## config.mk

```make
export PLATFORM = sky130hd
export DESIGN_NAME = zrss_front
export DESIGN_NICKNAME = d
export VERILOG_FILES = /design/src/design/zrss_pkg.sv /design/src/design/zrss_front.sv
export SDC_FILE = /design/constraint.sdc
export NUM_CORES = 1
export LEC_CHECK = 0
export BUFFER_PORTS_ARGS = -buffer_cell sky130_fd_sc_hd__clkbuf_2
export CAP_MARGIN = 5
export CORE_ASPECT_RATIO = 1.5
export CORE_UTILIZATION = 50
export DETAILED_ROUTE_END_ITERATION = 8
export PLACE_DENSITY_LB_ADDON = 0.25
export SETUP_SLACK_MARGIN = 0.4
export SLEW_MARGIN = 40
export SYNTH_ARGS = -nofsm -noshare
export SYNTH_HDL_FRONTEND = slang
export SYNTH_SLANG_ARGS = --single-unit
```

## constraint.sdc

```tcl
create_clock -name clk -period 14.7 [get_ports clk]
set_clock_uncertainty 0.15 [all_clocks]
set_input_delay 1.47 -clock clk [delete_from_list [all_inputs] [get_ports clk]]
set_output_delay 1.47 -clock clk [all_outputs]
set_load 0.02 [all_outputs]
```

## src/design/zrss_pkg.sv

```systemverilog
// Shared types and codes for the zero-run symbol statistics block.
// Used by zrss_front and zero_run_symbol_statistics.
// No dependencies.
`timescale 1ns / 1ps

package zrss_pkg;

	// request kinds on the input stream
	localparam logic [1:0] REQ_ADD   = 2'd0;
	localparam logic [1:0] REQ_FLUSH = 2'd1;
	localparam logic [1:0] REQ_READ  = 2'd2;
	localparam logic [1:0] REQ_CLEAR = 2'd3;

	// store selector of a read request
	localparam logic [1:0] SEL_BASIC  = 2'd0;
	localparam logic [1:0] SEL_BEFORE = 2'd1;
	localparam logic [1:0] SEL_AFTER  = 2'd2;

	// store that feeds count_value in the result
	localparam logic [1:0] SRC_NONE   = 2'd0;
	localparam logic [1:0] SRC_BASIC  = 2'd1;
	localparam logic [1:0] SRC_BEFORE = 2'd2;
	localparam logic [1:0] SRC_AFTER  = 2'd3;

	// configuration register indexes
	localparam logic REG_ALPHABET_SIZE  = 1'b0;
	localparam logic REG_RUN_CODE_COUNT = 1'b1;

	// fixed field widths
	localparam int SYM_FIELD_W = 8;
	localparam int IDX_FIELD_W = 9;
	localparam int LEN_W       = 24;
	localparam int CODE_W      = 9;
	localparam int CFG_W       = 9;
	localparam int ALPHA_CFG_W = 9;
	localparam int RUNS_CFG_W  = 8;

	// stream packing
	localparam int S_TDATA_W = 24;
	localparam int S_TUSER_W = 5;
	localparam int M_TDATA_W = 64;
	localparam int M_TUSER_W = 4;

	// decoded operation handed from the front end to the update stage
	typedef struct packed {
		logic       bump_basic;
		logic       bump_before;
		logic       bump_after;
		logic [1:0] rd_src;
		logic       run_done;
		logic       code_valid;
		logic       after_valid;
		logic       run_sat;
		logic       clear;
	} zrss_op_t;

endpackage

```

## src/design/zrss_front.sv

```systemverilog
// Request decode: configuration registers, zero-run counter, run code
// mapping and store addresses for the read-modify-write stage.
// Depends on zrss_pkg.
`timescale 1ns / 1ps

module zrss_front #(
	parameter int MAX_SYMBOLS   = 256,
	parameter int MAX_RUN_CODES = 128,
	parameter int COUNT_BITS    = 24
) (
	input  logic                               clk,
	input  logic                               arst_n,
	input  logic                               accept,
	input  logic [1:0]                         req_type,
	input  logic [zrss_pkg::SYM_FIELD_W-1:0]   symbol,
	input  logic                               zero_mark,
	input  logic [1:0]                         store_select,
	input  logic [zrss_pkg::IDX_FIELD_W-1:0]   read_index,
	input  logic                               cfg_we,
	input  logic                               cfg_index,
	input  logic [zrss_pkg::CFG_W-1:0]         cfg_data,
	output zrss_pkg::zrss_op_t                 op,
	output logic [$clog2(MAX_SYMBOLS)-1:0]     basic_addr,
	output logic [$clog2(MAX_SYMBOLS + MAX_RUN_CODES)-1:0] before_addr,
	output logic [$clog2(MAX_SYMBOLS)-1:0]     after_addr,
	output logic [zrss_pkg::LEN_W-1:0]         run_length,
	output logic [zrss_pkg::CODE_W-1:0]        run_code
);

	localparam int SYM_W    = $clog2(MAX_SYMBOLS);
	localparam int BZ_DEPTH = MAX_SYMBOLS + MAX_RUN_CODES;
	localparam int BZ_W     = $clog2(BZ_DEPTH);
	localparam int AL_W     = $clog2(MAX_SYMBOLS + 1);
	localparam int RC_W     = $clog2(MAX_RUN_CODES + 1);
	localparam int IW       = (BZ_W >= 9) ? BZ_W + 1 : 10;
	localparam int RW       = (COUNT_BITS > RC_W) ? COUNT_BITS : RC_W;
	localparam int AFW      = (AL_W > zrss_pkg::ALPHA_CFG_W) ? AL_W : zrss_pkg::ALPHA_CFG_W;
	localparam int RFW      = (RC_W > zrss_pkg::RUNS_CFG_W) ? RC_W : zrss_pkg::RUNS_CFG_W;
	localparam int ALPHA_RST = (MAX_SYMBOLS < 256) ? MAX_SYMBOLS : 256;
	localparam int RUNS_RST  = (MAX_RUN_CODES < 128) ? MAX_RUN_CODES : 128;
	localparam logic [COUNT_BITS-1:0] FULL = '1;

	logic [AL_W-1:0]       alpha_q;
	logic [RC_W-1:0]       runs_q;
	logic [COUNT_BITS-1:0] run_q;
	logic [COUNT_BITS-1:0] run_d;
	logic [COUNT_BITS-1:0] run_inc;
	logic [AFW-1:0]        alpha_raw;
	logic [RFW-1:0]        runs_raw;
	logic [IW-1:0]         sym_w;
	logic [IW-1:0]         idx_w;
	logic [IW-1:0]         code_w;
	logic [RC_W-1:0]       run_clip;
	logic                  sym_ok;
	logic                  run_open;
	logic                  use_code;

	// configuration, clamped to the supported range on write
	always_comb begin
		alpha_raw = AFW'(cfg_data[zrss_pkg::ALPHA_CFG_W-1:0]);
		runs_raw  = RFW'(cfg_data[zrss_pkg::RUNS_CFG_W-1:0]);
	end

	always_ff @(posedge clk or negedge arst_n) begin
		if (!arst_n) begin
			alpha_q <= AL_W'(ALPHA_RST);
			runs_q  <= RC_W'(RUNS_RST);
		end else if (cfg_we) begin
			unique case (cfg_index)
				zrss_pkg::REG_ALPHABET_SIZE: begin
					if (alpha_raw == '0)
						alpha_q <= AL_W'(1);
					else if (alpha_raw > AFW'(MAX_SYMBOLS))
						alpha_q <= AL_W'(MAX_SYMBOLS);
					else
						alpha_q <= AL_W'(alpha_raw);
				end
				zrss_pkg::REG_RUN_CODE_COUNT: begin
					if (runs_raw == '0)
						runs_q <= RC_W'(1);
					else if (runs_raw > RFW'(MAX_RUN_CODES))
						runs_q <= RC_W'(MAX_RUN_CODES);
					else
						runs_q <= RC_W'(runs_raw);
				end
				default: ;
			endcase
		end
	end

	// run code of the open run, clamped to the tail code
	always_comb begin
		run_clip = (RW'(run_q) >= RW'(runs_q)) ? runs_q : RC_W'(run_q);
		code_w   = IW'(alpha_q) + IW'(run_clip) - IW'(1);
		run_inc  = (run_q == FULL) ? run_q : run_q + COUNT_BITS'(1);
		run_open = (run_q != '0);
		sym_w    = zero_mark ? '0 : IW'(symbol);
		idx_w    = IW'(read_index);
		sym_ok   = sym_w < IW'(alpha_q);
	end

	// decode of one request
	always_comb begin
		op         = '0;
		run_d      = run_q;
		use_code   = 1'b0;
		run_length = '0;
		run_code   = '0;
		unique case (req_type)
			zrss_pkg::REQ_ADD: begin
				if (sym_ok) begin
					op.bump_basic = 1'b1;
					if (sym_w == '0) begin
						run_d      = run_inc;
						op.run_sat = (run_inc == FULL);
					end else if (run_open) begin
						op.bump_before = 1'b1;
						op.bump_after  = 1'b1;
						op.run_done    = 1'b1;
						op.code_valid  = 1'b1;
						op.after_valid = 1'b1;
						use_code       = 1'b1;
						run_length     = zrss_pkg::LEN_W'(run_q);
						run_code       = zrss_pkg::CODE_W'(code_w);
						run_d          = '0;
					end else begin
						op.bump_before = 1'b1;
						op.code_valid  = 1'b1;
						run_code       = zrss_pkg::CODE_W'(sym_w);
					end
				end
			end
			zrss_pkg::REQ_FLUSH: begin
				if (run_open) begin
					op.bump_before = 1'b1;
					op.run_done    = 1'b1;
					op.code_valid  = 1'b1;
					use_code       = 1'b1;
					run_length     = zrss_pkg::LEN_W'(run_q);
					run_code       = zrss_pkg::CODE_W'(code_w);
					run_d          = '0;
				end
			end
			zrss_pkg::REQ_READ: begin
				unique case (store_select)
					zrss_pkg::SEL_BASIC:
						op.rd_src = (idx_w < IW'(MAX_SYMBOLS)) ?
							zrss_pkg::SRC_BASIC : zrss_pkg::SRC_NONE;
					zrss_pkg::SEL_BEFORE:
						op.rd_src = (idx_w < IW'(BZ_DEPTH)) ?
							zrss_pkg::SRC_BEFORE : zrss_pkg::SRC_NONE;
					zrss_pkg::SEL_AFTER:
						op.rd_src = (idx_w < IW'(MAX_SYMBOLS)) ?
							zrss_pkg::SRC_AFTER : zrss_pkg::SRC_NONE;
					default:
						op.rd_src = zrss_pkg::SRC_NONE;
				endcase
			end
			zrss_pkg::REQ_CLEAR: begin
				op.clear = 1'b1;
				run_d    = '0;
			end
			default: ;
		endcase
	end

	// store addresses: read index for reads, symbol or run code otherwise
	always_comb begin
		if (req_type == zrss_pkg::REQ_READ) begin
			basic_addr  = idx_w[SYM_W-1:0];
			after_addr  = idx_w[SYM_W-1:0];
			before_addr = idx_w[BZ_W-1:0];
		end else begin
			basic_addr  = sym_w[SYM_W-1:0];
			after_addr  = sym_w[SYM_W-1:0];
			before_addr = use_code ? code_w[BZ_W-1:0] : sym_w[BZ_W-1:0];
		end
	end

	// zero-run counter
	always_ff @(posedge clk or negedge arst_n) begin
		if (!arst_n) begin
			run_q <= '0;
		end else if (accept) begin
			run_q <= run_d;
		end
	end

endmodule

```

Yosys cells after proc, flatten, opt, wreduce, memory -nomap -nowiden

Cells that the tools add are included.

Bitwise logic cells: 1
$add $sub $neg: 3
Mux-type cells: 44
Magnitude comparators: 6
Reductions and logical operators: 10
Eq/ne operators: 8

Operators by type and width:

| kind                                              | number |
|---|---|
| 2-to-1 mux 24 bit                                 | 7 |
| 2-to-1 mux 9 bit                                  | 8 |
| one-hot mux 24 bit (3 select lines)               | 1 |
| equality test 24 bit (second input constant)      | 2 |
| one-hot mux 24 bit (2 select lines)               | 1 |
| 2-to-1 mux 8 bit                                  | 5 |
| adder 24 x 1 -> 24 bit (second input constant)    | 1 |
| greater-or-equal comparator 24 x 8 -> 1 bit       | 1 |
| nonzero test 24 bit                               | 1 |
| < comparator 9 bit (second input constant)        | 2 |
| one-hot mux 9 bit (2 select lines)                | 1 |
| 2-to-1 mux 2 bit                                  | 6 |
| logical NOT 10 bit                                | 1 |
| adder 9 x 8 -> 9 bit                              | 1 |
| > comparator 9 bit (second input constant)        | 1 |
| logical NOT 9 bit                                 | 1 |
| < comparator 8 x 9 -> 1 bit                       | 1 |
| subtractor 9 x 1 -> 9 bit (second input constant) | 1 |
| > comparator 8 bit (second input constant)        | 1 |
| logical NOT 8 bit                                 | 1 |
| 2-to-1 mux 1 bit                                  | 8 |
| equality test 2 bit (second input constant)       | 3 |
| 2-to-1 mux 3 bit                                  | 2 |
| one-hot mux 2 bit (3 select lines)                | 1 |
| other kinds (10)                                  | 14 |

Flip-flop bits (word level): 41
Output and inout port bits: 68

Longest topological paths before layout

Gate-level depths: netlist of run 1.

Word-level depth: 8
Depth in mapped cells: 19
Gate-level depth less buffers: 18

Least setup slack after synthesis of run 1

Ideal clock, no wire load.

Kind: register to output
Start: register run_q[0]
End: output port before_addr[7]
Data required time: 13.080 ns
Setup slack: 7.941 ns
Stages on the path, launching flop included: 20
Arrival: 5.139 ns
Buffers on the path: 1
Cell sequence: dfrtp_1 -> inv_1 -> ha_1 -> nand2b_1 -> a21o_1 -> a211oi_1 -> nor3_1 -> or2_2 -> clkbuf_1 -> a311oi_1 -> ha_1 -> inv_1 -> ha_1 -> fa_1 -> a211oi_1 -> o211a_1 -> a2111oi_0 -> and3_1 -> o21a_1 -> a2111oi_0

Cells in the longest elaborated chain, start to end: 7

Ends and longest elaborated chain:

| item                                                                                                | RTL line          | text |
|---|---|---|
| start, declared                                                                                     | zrss_front.sv:45  | `logic [COUNT_BITS-1:0] run_q;` |
| start signal, assigned                                                                              | zrss_front.sv:185 | `run_q <= run_d;` |
| parallel branches: the longest is 5 deep, another holds greater-or-equal comparator 24 x 8 -> 1 bit | -                 |  |
| 2-to-1 mux 9 bit *                                                                                  | zrss_front.sv:176 | `before_addr = use_code ? code_w[BZ_W-1:0] : sym_w[BZ_W-1:0];` |
| 2-to-1 mux 9 bit *                                                                                  | zrss_front.sv:169 | `if (req_type == zrss_pkg::REQ_READ) begin` |
| end, declared                                                                                       | zrss_front.sv:24  | `output logic [$clog2(MAX_SYMBOLS + MAX_RUN_CODES)-1:0] before_addr,` |

Every way passes the cells marked *.

Worst setup path after layout of run 1

Ends and elaborated chain as after synthesis.

==> results of run 1 <==
[metal layers]
metal | wire [µm] | global-route usage | vias up
met4 | 838 | 0.2065 | 0
li1 | - | - | 2378
met2 | 7319 | 0.5247 | 225
met1 | 5585 | 0.3463 | 2358
met5 | 0 | 0 | -
met3 | 755 | 0.03774 | 64
[how the worst min path moves through the flow]
stage,start,to,slack [ps]
floorplan,alpha_q[7],alpha_q[7],300
global placement,alpha_q[7],alpha_q[7],320
detailed placement,alpha_q[1],alpha_q[1],340
CTS,alpha_q[2],alpha_q[2],360
global route,alpha_q[1],alpha_q[1],370
finish,alpha_q[7],alpha_q[7],350
[power by group through the flow]
stage	Combinational, mW	Clock, mW	Sequential, mW
3_3_place_gp	0.230	0	0.131
2_1_floorplan	0.172	0	0.127
5_1_grt	0.264	0.128	0.130
6_report	0.239	0.121	0.129
3_5_place_dp	0.235	0	0.131
4_1_cts	0.235	0.123	0.129
[critical path, cell delays in order (launching register included)]
cell       delay, ps
dfrtp_1          440
inv_1            170
ha_1             250
nand2b_1         140
a21o_1           170
a211oi_1         330
nor3_2           170
or2_2            400
a311oi_1         370
ha_1             210
inv_1             40
ha_1             210
fa_1             440
a211oi_1         370
o211a_1          210
a2111oi_0         80
and3_1           230
o21a_1           180
a2111oi_0        460
clkbuf_2         260
[synthesized netlist by cell type, types with 8 or more instances]
master    number  share of area
nand2_1       51          0.041
nor2_1        49          0.039
inv_1         45          0.036
dfrtp_1       39           0.21
ha_1          32          0.085
and3_1        31          0.041
o21ai_0       26          0.028
clkbuf_1      23          0.018
a21oi_1       20          0.021
nand3_1       18          0.019
nand2b_1      16          0.021
a221o_1       15          0.032
nor3_1        15          0.016
nor4_1        15          0.020
nand4_1       14          0.019
o211ai_1      14          0.022
nand3b_1      13          0.021
buf_4         12          0.019
buf_2         11          0.012
a21o_1        10          0.016
and2_1         9          0.012
o22ai_1        9          0.012
a311oi_1       8          0.015
[cell type report]
type	instances	area (µm²)	share of cell area
clock buffer	7	152.6	0.02898
clock inverter	1	8.758	0.001663
inverter	46	172.7	0.03278
multi-input combinational	474	3237	0.6145
sequential	41	1028	0.1953
tap	112	140.1	0.02660
timing repair buffer	105	528.0	0.1002
[registers in the layout (all words and copies together) (netlist names)]
| name | cells |
|---|---|
| runs_q | 8 |
| alpha_q | 9 |
| run_q | 24 |
[cell families after synthesis]
| logic type | count (synthesis) | share of synthesized area |
|---|---|---|
| AND/OR/NAND/NOR | 271 | 0.3247 |
| AO/OA/AOI/OAI | 159 | 0.2492 |
| buffers and inverters | 96 | 0.09601 |
| flip-flops | 41 | 0.2186 |
| adder cells (fa/ha/maj) | 33 | 0.08936 |
| XOR/XNOR | 7 | 0.01303 |
| multiplexers | 4 | 0.009042 |
==> reports/metrics.yaml, run 1 <==
outcome:
  status: "completed"
final_layout:
  syn_to_final_growth_pct: 11.97
  final_core_utilization: 0.5726
  drive_above_1_share: 0.2226
  layout_commonest_cell: "clkbuf_2"
  fin_cells: 786
  fill_cells: 896
  layout.nets: 742
  final_area_mm2: 0.005268
  final_cell_mix: "103 x clkbuf_2, 50 x nand2_1, 47 x nor2_1"
  antennaDiodeCount: 0
cts:
  cts_max_path_buffers: 2
  clkSinkCount: 41
  clk_pin_slew_ps: 70
  numCtsBuffers: 5
  htreeDepth: 2
  cts_tree: "done"
  clk_latency_ps: 290
  cts-hold-fix-buffers: 0
  cts_post_setup_buffers_inserted: 0
  post_cts_resized: 0
  cts_root_buffer: "clkbuf_16"
floorplan:
  num_rows: 43
  dieArea_mm2: 0.009809
  dieWidth_um: 81.20
  ioPinCount: 104
  start_util: 0.5114
  core_area_mm2: 0.009200
  chipHeight_um: 120.8
synth:
  synth_area_mm2: 0.004705
  yosysUniqueCellTypes: 77
  synth_cells: 611
  yosysWarnings: 0
  synth_nets: 680
  yosys_most_used_dff: "dfrtp_1"
  yosysSeqAreaShare: 0.2186
  avgSynthCellArea_um2: 7.700
  ys_ff_latch: 41
  synth_edf_count: 0
  synthArstFlopShare: 1.000
timing:
  max_freq_ghz: 0.1418
  rsz0062_at_grt: "false"
  setup_tns_ps: 0
  fin_crit_sh: 0.4796
  report.final.hold_viol_count: 0
  worst_slack_ps: 7650
  relSlewSlack: 0.5001
  worstMarginPinSlew_ps: 744.1
  drv_slew: 0
  post-route-min-period_ps: 7050
  setup_viol_count_final: 0
  hold_ws_ps: 351.0
setup_path:
  critPathCapture: "before_addr[7]"
  crit_path_start: "run_q[0]"
  r2r-end: "run_q[14]"
  crit_fanout: 9
  crit_type: "flip-flop to output pin"
  end_kind: "output pin"
  r2r-start: "alpha_q[7]"
  cp.required_ps: 13080
  worst_r2r_path_depth: 8
  arrival_ps: 5430
  cp-start-kind: "flip-flop"
  rrSetupSlack_ps: 11570
power_and_ir_drop:
  leakage_nw: 2.574
  p_int_uw: 276.1
  pwr-share-comb: 0.489
  peakVddDrop_mv: 0.04926
  switching_share: 0.4355
  power_density_mw_per_mm2: 92.85
  p_total_uw: 489.1
  switching_power_uw: 213.0
  clockPowerShare: 0.248
  seqPwrFrac: 0.263
place:
  placed_cells: 777
  dpl_worst_slack_ps: 8078
  place_area_mm2: 0.005094
  place_congestion: 1.001
  hpwl_mm: 11.06
  port_buffers: 103
route:
  drc: 0
  avgViaCountPerCell: 6.393
  wl_mm: 14.50
  routedWlPerCell_um: 18.45
  drtAntennaViolNets: 0
  drt_iter0_drc: 376
  firstDrtPassIters: 6
  vias: 5025
global_routing:
  grt_use_total: 0.3068
  grt_pass1_vias: 4792
  grt_pass1_wl_mm: 23.23
  grt_overflow: 0
  grt_antenna_before_repair: 0
  grt_start_max_net_pins: 42
min_path:
  whs_path_depth: 2
  hp-class: "flip-flop to flip-flop"
run:
  max_cap_violations: 0
Power figures use the tool's default switching activity.
==> inputs of run 2 (changes only) <==
clock period = 7.3 ns   (was 14.7 ns; I/O delays follow)
==> reports/metrics.yaml, run 2 (same netlist as run 1, synthesis figures left out) <==
timing:
  worst_slack_ps: 1195  # -6455 ps
  relSlewSlack: 0.5221  # +0.02199
  hold_ws_ps: 292.9  # -58.07 ps
  rsz0062_at_grt: "false"
  post-route-min-period_ps: 6105
  setup_tns_ps: 0  # unchanged
  fin_crit_sh: 0.8363
  report.final.hold_viol_count: 0  # unchanged
  setup_viol_count_final: 0  # unchanged
  worstMarginPinSlew_ps: 711.4  # -32.74 ps
  drv_slew: 0  # unchanged
  max_freq_ghz: 0.1638
place:
  dpl_worst_slack_ps: 1420  # -6659 ps
  port_buffers: 103  # unchanged
  hpwl_mm: 10.94  # -1.1%
  place_area_mm2: 0.005096  # about the same
  place_congestion: 1.011  # +1.0%
final_layout:
  drive_above_1_share: 0.2237  # +0.001152
  syn_to_final_growth_pct: 11.78
  regArea_mm2: 0.001028  # unchanged
  antennaDiodeCount: 0  # unchanged
  multi_input_area_mm2: 0.003238  # about the same
  final_cell_mix: "103 x clkbuf_2, 50 x nand2_1, 47 x nor2_1"
  largest_reg_flops: 24  # unchanged
  final_core_utilization: 0.5716  # -0.0009520
  max_flop_register: "run_q"
  reg_top3: "run_q x24, alpha_q x9, runs_q x8"
  layout_commonest_cell: "clkbuf_2"
  fill_cells: 882  # -1.6%
  layout.nets: 743  # +0.13%
  final_area_mm2: 0.005259  # -0.17%
global_routing:
  grt_pass1_vias: 4837  # +0.94%
  grt_overflow: 0  # unchanged
  use_met1: 0.3515  # +0.005229
  grt_use_total: 0.3088  # +0.002017
  met2_usage: 0.5210  # -0.003676
  met3_usage: 0.04226  # +0.004528
  grt_start_max_net_pins: 42  # unchanged
  grt_pass1_wl_mm: 23.47  # +1.0%
  grt_antenna_before_repair: 0  # unchanged
  busiest_layer: "met2"
setup_path:
  cp-start-kind: "flip-flop"
  r2r-end: "run_q[2]"
  cp.required_ps: 6420  # -6660 ps
  end_kind: "output pin"
  crit_path_start: "run_q[0]"
  r2r-start: "alpha_q[7]"
  arrival_ps: 5220  # -210 ps
  worst_r2r_path_depth: 8  # unchanged
  rrSetupSlack_ps: 4180  # -7390 ps
  crit_type: "flip-flop to output pin"
  crit_fanout: 9  # unchanged
floorplan:
  ioPinCount: 104  # unchanged
  core_area_mm2: 0.009200  # unchanged
  dieWidth_um: 81.20  # unchanged
  chipHeight_um: 120.8  # unchanged
  num_rows: 43  # unchanged
  dieArea_mm2: 0.009809  # unchanged
  start_util: 0.5114  # unchanged
cts:
  cts_tree: "done"
  htreeDepth: 2  # unchanged
  clk_pin_slew_ps: 70  # about the same
  numCtsBuffers: 5  # unchanged
  post_cts_resized: 0  # unchanged
  cts_max_path_buffers: 2  # unchanged
  cts_root_buffer: "clkbuf_16"
  cts_post_setup_buffers_inserted: 0  # unchanged
  cts-hold-fix-buffers: 0  # unchanged
  clkSinkCount: 41  # unchanged
  clk_latency_ps: 300  # about the same
route:
  wl_mm: 14.16  # -2.4%
  drtAntennaViolNets: 0  # unchanged
  routedWlPerCell_um: 17.99  # -2.5%
  firstDrtPassIters: 6  # unchanged
  avgViaCountPerCell: 6.450  # +0.89%
  drc: 0  # unchanged
  vias: 5076  # +1.0%
  drt_iter0_drc: 356  # -5.3%
power_and_ir_drop:
  leakage_nw: 2.567  # -0.30%
  peakVddDrop_mv: 0.1238  # +150%
  power_density_mw_per_mm2: 184.7  # +99%
outcome:
  status: "completed"
run:
  max_cap_violations: 0  # unchanged
min_path:
  hp-class: "input pin to async pin"
-- run 2: cell count changes in the layout (fill, tap and decap cells not counted), sizes merged --
| cell | delta |
|---|---|
| buf | +1 |
| clkinv | +1 |
| clkinvlp | +1 |
| clkbuf | -2 |
-- run 2: final cells by class --
type,instances,area share
multi-input cells,474,0.6158
flip-flops and latches,41,0.1956
repair buffers,106,0.1014
inverters,46,0.03283
well taps,112,0.02665
clock buffers,5,0.02379
clock inverters,3,0.004045
-- run 2: worst max-delay path, cell delays in order (launching register included) --
cell and delay (ps):
dfrtp_1 440, inv_1 190, ha_1 260, nand2b_1 140
a21o_1 180, a211oi_1 280, nor3_2 150, or2_2 400
a311oi_1 330, ha_1 200, inv_1 40, ha_1 210
fa_1 430, a211oi_1 360, o211a_1 220, a2111oi_1 70
and3_1 210, o21a_1 180, a2111oi_0 400, clkbuf_2 250
-- run 2: how the worst max path moves through the flow --
stage	end	slack (ps)	depth (start not counted)
2_1_floorplan	before_addr[7]	1280	19
3_3_place_gp	before_addr[7]	1610	19
3_5_place_dp	before_addr[7]	1420	19
4_1_cts	before_addr[7]	1070	19
5_1_grt	before_addr[7]	820	19
6_report	before_addr[7]	1200	19
-- run 2: power breakdown --
part | internal [mW] | switching [mW]
combinational | 0.168 | 0.313
sequential | 0.242 | 0.0176
clock | 0.127 | 0.103
-- run 2: stage by stage --
step	power, mW	cells
5_1_grt	1.038	787
6_report	0.9713	787
3_3_place_gp	0.7228	776
3_5_place_dp	0.7371	778
2_1_floorplan	0.6020	611
4_1_cts	0.9622	786
-- run 2: routing by layer --
metal | vias to the layer above | share of wire
met3 | 53 | 0.054
met4 | 0 | 0.054
met2 | 226 | 0.51
met5 | - | 0
met1 | 2413 | 0.38
li1 | 2384 | -
